### config.mk
export PLATFORM = sky130hd
export DESIGN_NAME = aarm_cordic
export DESIGN_NICKNAME = d
export VERILOG_FILES = /design/src/sv/aarm_pkg.sv /design/src/sv/aarm_cordic.sv
export SDC_FILE = /design/constraint.sdc
export NUM_CORES = 2
export LEC_CHECK = 0
export BUFFER_PORTS_ARGS = -buffer_cell sky130_fd_sc_hd__buf_2
export CORE_UTILIZATION = 30
export DETAILED_ROUTE_END_ITERATION = 7
export GPL_TIMING_DRIVEN = 0
export SYNTH_ARGS = -nofsm -noshare
export SYNTH_HDL_FRONTEND = slang
export SYNTH_SLANG_ARGS = --single-unit
export TNS_END_PERCENT = 50
### constraint.sdc
create_clock -name clk -period 14.9 [get_ports clk]
set_clock_uncertainty 0.2 [all_clocks]
set_input_delay 4.47 -clock clk [delete_from_list [all_inputs] [get_ports clk]]
set_output_delay 4.47 -clock clk [all_outputs]
set_load 0.02 [all_outputs]
### src/sv/aarm_pkg.sv
package aarm_pkg;

	// default parameter values
	localparam int TRIG_ITER_DEF = 16;
	localparam int OUT_FRAC_DEF  = 14;

	// word widths
	localparam int TW = 35; // angle word, Q.30
	localparam int CW = 34; // cosine, sine and products, Q.30
	localparam int UW = 32; // unit axis components, Q.30
	localparam int OW = 35; // one minus cosine
	localparam int EW = 40; // matrix entry before rounding

	// pipeline depths of the axis path
	localparam int SQ_STAGES  = 32;
	localparam int DIV_STAGES = 31;
	localparam int MAT_STAGES = 3;

	localparam logic signed [TW-1:0] Q_PI        = 35'sd3373259426;
	localparam logic signed [TW-1:0] Q_TWO_PI    = 35'sd6746518852;
	localparam logic signed [TW-1:0] Q_HALF_PI   = 35'sd1686629713;
	localparam logic signed [CW-1:0] CORDIC_GAIN = 34'sd652032874;
	localparam logic signed [OW-1:0] QONE_O      = 35'sd1073741824;
	localparam logic signed [EW-1:0] QONE_E      = 40'sd1073741824;

	// axis sideband carried along the root and divide pipelines
	typedef struct packed {
		logic signed [15:0] x;
		logic signed [15:0] y;
		logic signed [15:0] z;
		logic               zero;
	} axis_t;

	// arctangent of 2^-i in Q.30
	function automatic logic signed [TW-1:0] atan_step(input int i);
		case (i)
			0:  return 35'sh03243F6A8;
			1:  return 35'sh01DAC6705;
			2:  return 35'sh00FADBAFC;
			3:  return 35'sh007F56EA6;
			4:  return 35'sh003FEAB76;
			5:  return 35'sh001FFD55B;
			6:  return 35'sh000FFFAAA;
			7:  return 35'sh0007FFF55;
			8:  return 35'sh0003FFFEA;
			9:  return 35'sh0001FFFFD;
			10: return 35'sh0000FFFFF;
			11: return 35'sh00007FFFF;
			12: return 35'sh00003FFFF;
			13: return 35'sh00001FFFF;
			14: return 35'sh00000FFFF;
			15: return 35'sh000007FFF;
			default: begin
				if (i <= 30)
					return TW'(64'sd1 <<< (30 - i));
				return '0;
			end
		endcase
	endfunction

	// round half up to frac bits, saturate to +-1, clamp to 16 bits
	function automatic logic signed [15:0] to_out(input logic signed [EW-1:0] v, input int frac);
		logic signed [EW-1:0] r;
		logic signed [EW-1:0] lim;
		r = v;
		if (frac < 30)
			r = (v + (40'sd1 <<< (29 - frac))) >>> (30 - frac);
		lim = 40'sd1 <<< frac;
		if (r > lim)
			r = lim;
		if (r < -lim)
			r = -lim;
		if (r > 40'sd32767)
			r = 40'sd32767;
		if (r < -40'sd32768)
			r = -40'sd32768;
		return r[15:0];
	endfunction

endpackage

### src/sv/aarm_cordic.sv
module aarm_cordic import aarm_pkg::*; #(
	parameter int TRIG_ITERATIONS = TRIG_ITER_DEF
) (
	input  logic                 clk,
	input  logic signed [15:0]   angle,
	output logic signed [CW-1:0] cosv,
	output logic signed [CW-1:0] sinv
);

	localparam int T = TRIG_ITERATIONS;

	logic signed [TW-1:0] th0, th1, thf;
	logic                 negc;

	logic signed [CW-1:0] x_s [0:T];
	logic signed [CW-1:0] y_s [0:T];
	logic signed [TW-1:0] z_s [0:T];
	logic                 neg_s [0:T];

	// reduce into [-pi, pi], then fold into [-pi/2, pi/2]
	always_comb begin
		th0 = $signed({angle[15], angle, 18'b0});
		th1 = th0;
		for (int k = 0; k < 2; k++) begin
			if (th1 > Q_PI)
				th1 = th1 - Q_TWO_PI;
			if (th1 < -Q_PI)
				th1 = th1 + Q_TWO_PI;
		end
		negc = 1'b0;
		thf  = th1;
		if (th1 > Q_HALF_PI) begin
			thf  = Q_PI - th1;
			negc = 1'b1;
		end else if (th1 < -Q_HALF_PI) begin
			thf  = -Q_PI - th1;
			negc = 1'b1;
		end
	end

	// stage zero holds the folded angle
	always_ff @(posedge clk) begin
		x_s[0]   <= CORDIC_GAIN;
		y_s[0]   <= '0;
		z_s[0]   <= thf;
		neg_s[0] <= negc;
	end

	// one rotation step per stage
	for (genvar i = 0; i < T; i++) begin : g_step
		always_ff @(posedge clk) begin
			if (z_s[i] >= 0) begin
				x_s[i+1] <= x_s[i] - (y_s[i] >>> i);
				y_s[i+1] <= y_s[i] + (x_s[i] >>> i);
				z_s[i+1] <= z_s[i] - atan_step(i);
			end else begin
				x_s[i+1] <= x_s[i] + (y_s[i] >>> i);
				y_s[i+1] <= y_s[i] - (x_s[i] >>> i);
				z_s[i+1] <= z_s[i] + atan_step(i);
			end
			neg_s[i+1] <= neg_s[i];
		end
	end

	assign cosv = neg_s[T] ? -x_s[T] : x_s[T];
	assign sinv = y_s[T];

endmodule

Word level (Yosys, flattened, before mapping). Memories as Yosys holds them, arrays and structs flattened. Index checks and enable logic that the tools add are counted.

Add/sub/neg operators: 102. Order comparisons: 22. Bitwise gates (word level): 48. Mux-type cells: 105.

Operators with widths (number): $mux 34 (33); $mux 35 (22); $ge 35x1->1 const B (16); $add 35x34->35 const B (2); $lt 35x33->1 const B (2); $sub 33x35->35 const A (2); $add 34x19->34 (2); $add 34x20->34 (2); $add 34x21->34 (2); $add 34x22->34 (2); $add 34x23->34 (2); $add 34x24->34 (2); $add 34x25->34 (2); $add 34x26->34 (2); $add 34x27->34 (2); $add 34x28->34 (2); $add 34x29->34 (2); $add 34x30->34 (2); $add 34x31->34 (2); $add 34x32->34 (2); $add 34x33->34 (2); $sub 34x19->34 (2); $sub 34x20->34 (2); $sub 34x21->34 (2); other kinds (55) (164).

Bits in writable memories: 1768. Bits of input ports: 17. Output and inout port bits: 68. Logic and storage cells: 281. Register bits after elaboration: 0. Memories kept: 4.

Memories: z_s (depth 17, bits a word 35, read ports 16, clocked after memory_dff 0, write ports 17, RTL line aarm_cordic.sv:17) `logic signed [TW-1:0] z_s [0:T];`; x_s (depth 17, bits a word 34, read ports 17, clocked after memory_dff 0, write ports 17, RTL line aarm_cordic.sv:15) `logic signed [CW-1:0] x_s [0:T];`; y_s (depth 17, bits a word 34, read ports 17, clocked after memory_dff 0, write ports 17, RTL line aarm_cordic.sv:16) `logic signed [CW-1:0] y_s [0:T];`; neg_s (depth 17, bits a word 1, read ports 17, clocked after memory_dff 0, write ports 17, RTL line aarm_cordic.sv:18) `logic neg_s [0:T];`.

Longest topological paths before layout.
Depth in word-level cells: 11. Gate-level depth with buffers: 45. Mapped depth without buffers: 35.

Worst setup path after synthesis. Ideal clock, no wire load.

Path kind: input -> register. From: input port angle[5]. To: memory z_s[0][6]. Setup time: 0.122 ns. Cell stages on the path: 39. Data required time: 14.578 ns. Path buffers: 6. Data arrival time: 12.297 ns. Slack: 2.282 ns. Path through: buf_6 o41a_1 o31ai_4 a21oi_4 inv_2 buf_4 buf_2 ha_1 nand2b_1 nand3_1 a211oi_1 or4_4 and4_4 nor2_2 buf_6 buf_2 ha_1 ha_1 [3 not listed] mux2i_2 o211ai_4 a211oi_1 nor2_1 inv_1 ha_1 inv_1 or2_2 o221ai_1 nor4_2 a211oi_1 xnor2_1 o211a_1 and4_1 a221oi_4 buf_6 nor2_1 a221o_1.

RTL lines: start: declaration (RTL line aarm_cordic.sv:5) `input logic signed [15:0] angle,`; end: declaration (RTL line aarm_cordic.sv:17).

==> results.sh <==
export IMPL_critPathMaxFanout=12
export IMPL_number_of_instances_resized_during_post_cts_repair=0
export IMPL_most_common_cell_after_layout_fill_and_taps_aside="sky130_fd_sc_hd__dfxtp_1"
export IMPL_cts_post_setup_buffers_inserted=0
export IMPL_final_nets=14691
export IMPL_synthesis_stage_register_bit_count=1521
export IMPL_final_core_util_pct=33.6
export IMPL_postSynthAreaPerCell_um2=8.51
export IMPL_globalRoute_busiestLayer="met2"
export IMPL_antenna_left=0
export IMPL_track_usage_pct=14.4
export IMPL_grt_overflow_total=0
export IMPL_ioPinCount=85
export IMPL_fin_area_um2=122000
export IMPL_ys_seq_area_share_pct=27.7
export IMPL_routed_wire_length_mm=275
export IMPL_placedInstanceArea_um2=116000
export IMPL_drt_iter0_markers=4887
export IMPL_cts_root_buffer="sky130_fd_sc_hd__clkbuf_16"
export IMPL_final_period_utilization_pct=94.0
export IMPL_fin_setup_tns_ns=0
export IMPL_grt_setup_unrepaired="false"
export IMPL_relSlewSlack_pct=11.0
export IMPL_setup_violations_final=0
export IMPL_layout_common_cells="1,521 x sky130_fd_sc_hd__dfxtp_1, 1,464 x sky130_fd_sc_hd__ha_1, 1,283 x sky130_fd_sc_hd__xnor2_1, 1,202 x sky130_fd_sc_hd__nor2_1, 849 x sky130_fd_sc_hd__o21ai_0"
export IMPL_via_per_inst=5.05
export IMPL_cts_path_max_buffers=4
export IMPL_synth_distinct_cells=102
export IMPL_die_area_um2=369000
export IMPL_flow_area_growth_from_synthesis_pct=11.1
export IMPL_worstSetupStartpointType="input port"
export IMPL_start_util_pct=30.2
export IMPL_detailed_place_hpwl_mm=223
export IMPL_layout_cells_non_filler=18085
export IMPL_maxSlewViolCount=0
export IMPL_route_detailed_drc=0
export IMPL_hold_path_startpoint="neg_s[14]"
export IMPL_tritoncts="done"
export IMPL_largest_net_degree_at_the_start_of_global_routing=31
export IMPL_hold_path_class="reg -> reg"
export IMPL_timing_critical_path_slowest_cell_delay_ns=0.56
export IMPL_drt_pre_antenna_iters=5
export IMPL_die_x_um=607
export IMPL_gp_congestion=0.888
export IMPL_yosys_warnings=0
export IMPL_timing_hold_violations_final=0
export IMPL_proportion_of_layout_cells_with_a_drive_suffix_above_1_pct=4.06
export IMPL_cts_buffers_inserted=172
export IMPL_synth_edf_count=0
export IMPL_worst_ep_arrival_time_ns=14.54
export IMPL_critPathMostFrequentCell="sky130_fd_sc_hd__inv_1"
export IMPL_portBuffers=79
export IMPL_worstSetupEndpointType="flop"
export IMPL_worst_slew_pin_transition_ns=1.32
export IMPL_syn_num_nets=14437
export IMPL_grt_pass1_wl_mm=446
export IMPL_htree_levels=4
export IMPL_regToRegStartpoint="z_s[5][34]"
export IMPL_design_core_area_um2=363000
export IMPL_synthArstFlopShare_pct=0
export IMPL_antenna_violations_before_repair=4
export IMPL_max_clock_freq_mhz=71.4
export IMPL_route_vias_total=91341
export IMPL_outcome="finished clean"
export IMPL_setup_worst_path_class="in -> reg"
export IMPL_clock_sinks=1521
export IMPL_grt_use_met2_pct=25.7
export IMPL_synth_area_um2=110000
export IMPL_clkSlewWorstSetupHoldPaths_ns=0.06
export IMPL_post_place_cells=17787
export IMPL_startpoint="angle[5]"
export IMPL_worstPathRequired_ns=15.43
export IMPL_fp_row_count=221
export IMPL_floorplan_die_height_um=607
export IMPL_synthesis_instances=12914
export IMPL_via_count_of_the_first_global_routing_pass=86496
export IMPL_cap_viol_max_count=0
export IMPL_dominantRegCellSynth="sky130_fd_sc_hd__dfxtp_1"
export IMPL_routed_wire_length_per_instance_um=15.2
export IMPL_hold_buffers=0
export IMPL_finalCriticalPeriod_ns=14.01
export IMPL_met1_usage_pct=18.0
export IMPL_met3_usage_pct=1.56
export IMPL_critical_path_slowest_cell="sky130_fd_sc_hd__a211oi_1"
export IMPL_clk_insertion_delay_late_ns=0.84
-- per-stage QoR --
stage	setup slack (ns)	hold slack [ns]
finish	0.890	0.124
floorplan	2.28	0.110
global route	0.219	0.128
global placement	0.250	0.113
CTS	1.08	0.126
detailed placement	0.172	0.112
-- registers in the layout (all words and copies together) (netlist names) --
register	cells
z_s	510
y_s	511
x_s	484
neg_s	16
-- final cells by class --
class,instances,area (um2)
antenna,2,5.00
sequential,1521,30400
clock inverter,69,873
multi-input combinational,10576,76300
timing repair buffer,80,400
inverter,632,2370
buffer,185,776
tap,4794,6000
clock buffer,226,4910
fill,37790,241000
-- worst paths after layout --
| path | to | slack [ns] | cells after the start |
|---|---|---|---|
| min | neg_s[15] | 0.12 | 0 |
| max reg2reg | x_s[6][33] | 6.65 | 25 |
| max | z_s[0][6] | 0.89 | 40 |
| min reg2reg | neg_s[15] | 0.12 | 0 |
-- cell usage after synthesis (28+ instances only) --
| master | n | area [um2] |
|---|---|---|
| sky130_fd_sc_hd__nor4_1 | 86 | 538 |
| sky130_fd_sc_hd__nand3_1 | 309 | 1550 |
| sky130_fd_sc_hd__nand2_1 | 749 | 2810 |
| sky130_fd_sc_hd__o2111ai_1 | 36 | 315 |
| sky130_fd_sc_hd__or3_1 | 109 | 682 |
| sky130_fd_sc_hd__nor3_1 | 429 | 2150 |
| sky130_fd_sc_hd__dfxtp_1 | 1521 | 30400 |
| sky130_fd_sc_hd__and3_1 | 134 | 838 |
| sky130_fd_sc_hd__a31o_2 | 41 | 359 |
| sky130_fd_sc_hd__a21boi_0 | 167 | 1250 |
| sky130_fd_sc_hd__nand2b_1 | 152 | 951 |
| sky130_fd_sc_hd__nand3b_1 | 29 | 218 |
| sky130_fd_sc_hd__a21o_1 | 232 | 1740 |
| sky130_fd_sc_hd__xnor2_1 | 1283 | 11200 |
| sky130_fd_sc_hd__a211oi_1 | 143 | 1070 |
| sky130_fd_sc_hd__o211ai_1 | 44 | 330 |
| sky130_fd_sc_hd__o21a_1 | 160 | 1200 |
| sky130_fd_sc_hd__o31ai_1 | 209 | 1570 |
| sky130_fd_sc_hd__o21bai_1 | 162 | 1220 |
| sky130_fd_sc_hd__a21oi_1 | 826 | 4130 |
| sky130_fd_sc_hd__a211o_1 | 28 | 245 |
| sky130_fd_sc_hd__or2_2 | 64 | 400 |
| sky130_fd_sc_hd__nor2_1 | 1202 | 4510 |
| sky130_fd_sc_hd__or4_1 | 106 | 796 |
| sky130_fd_sc_hd__clkbuf_1 | 152 | 571 |
| sky130_fd_sc_hd__a41oi_1 | 30 | 263 |
| sky130_fd_sc_hd__a41o_1 | 37 | 370 |
| sky130_fd_sc_hd__o21ai_0 | 849 | 4250 |
| sky130_fd_sc_hd__ha_1 | 1464 | 18300 |
| sky130_fd_sc_hd__o41ai_1 | 203 | 1780 |
| sky130_fd_sc_hd__xor2_1 | 574 | 5030 |
| sky130_fd_sc_hd__a2111oi_0 | 32 | 280 |
| sky130_fd_sc_hd__nor2b_1 | 141 | 882 |
| sky130_fd_sc_hd__nand4_1 | 29 | 181 |
| sky130_fd_sc_hd__a31oi_1 | 119 | 744 |
| sky130_fd_sc_hd__inv_1 | 625 | 2350 |
| sky130_fd_sc_hd__fa_1 | 42 | 841 |
| sky130_fd_sc_hd__and2_1 | 68 | 425 |
-- routing by layer --
metal	routed length, um	part of all wire (%)
met1	125000	46
met2	131000	48
met3	10500	3.8
met4	8030	2.9
met5	13	0.0047
-- critical path: cells and delay by family --
kind / cells / cell delay (ns)
and+or+nand+nor: 11 / 2.34
AOI/OAI and AO/OA: 11 / 3.93
muxes: 1 / 0.38
adders and majority gates: 3 / 0.76
buffers and inverters: 13 / 2.39
xor gates and xnor gates: 1 / 0.24
-- cell families (layout without fill, tap and decap cells) --
kind of cell | count (synthesis) | in the layout | synth area share [%]
AND/OR/NAND/NOR | 3646 | 3646 | 15.7
AO/OA/AOI/OAI | 3538 | 3538 | 21.2
XOR/XNOR | 1858 | 1858 | 14.8
flip-flops | 1521 | 1521 | 27.7
adder cells (fa/ha/maj) | 1506 | 1506 | 17.4
buffers and inverters | 817 | 1192 | 2.86
multiplexers | 28 | 28 | 0.261
other | 0 | 2 | 0
Power is left out: the tool's default activity adds up to more than one toggle a clock period on the data nets, which glitch-free logic cannot reach.
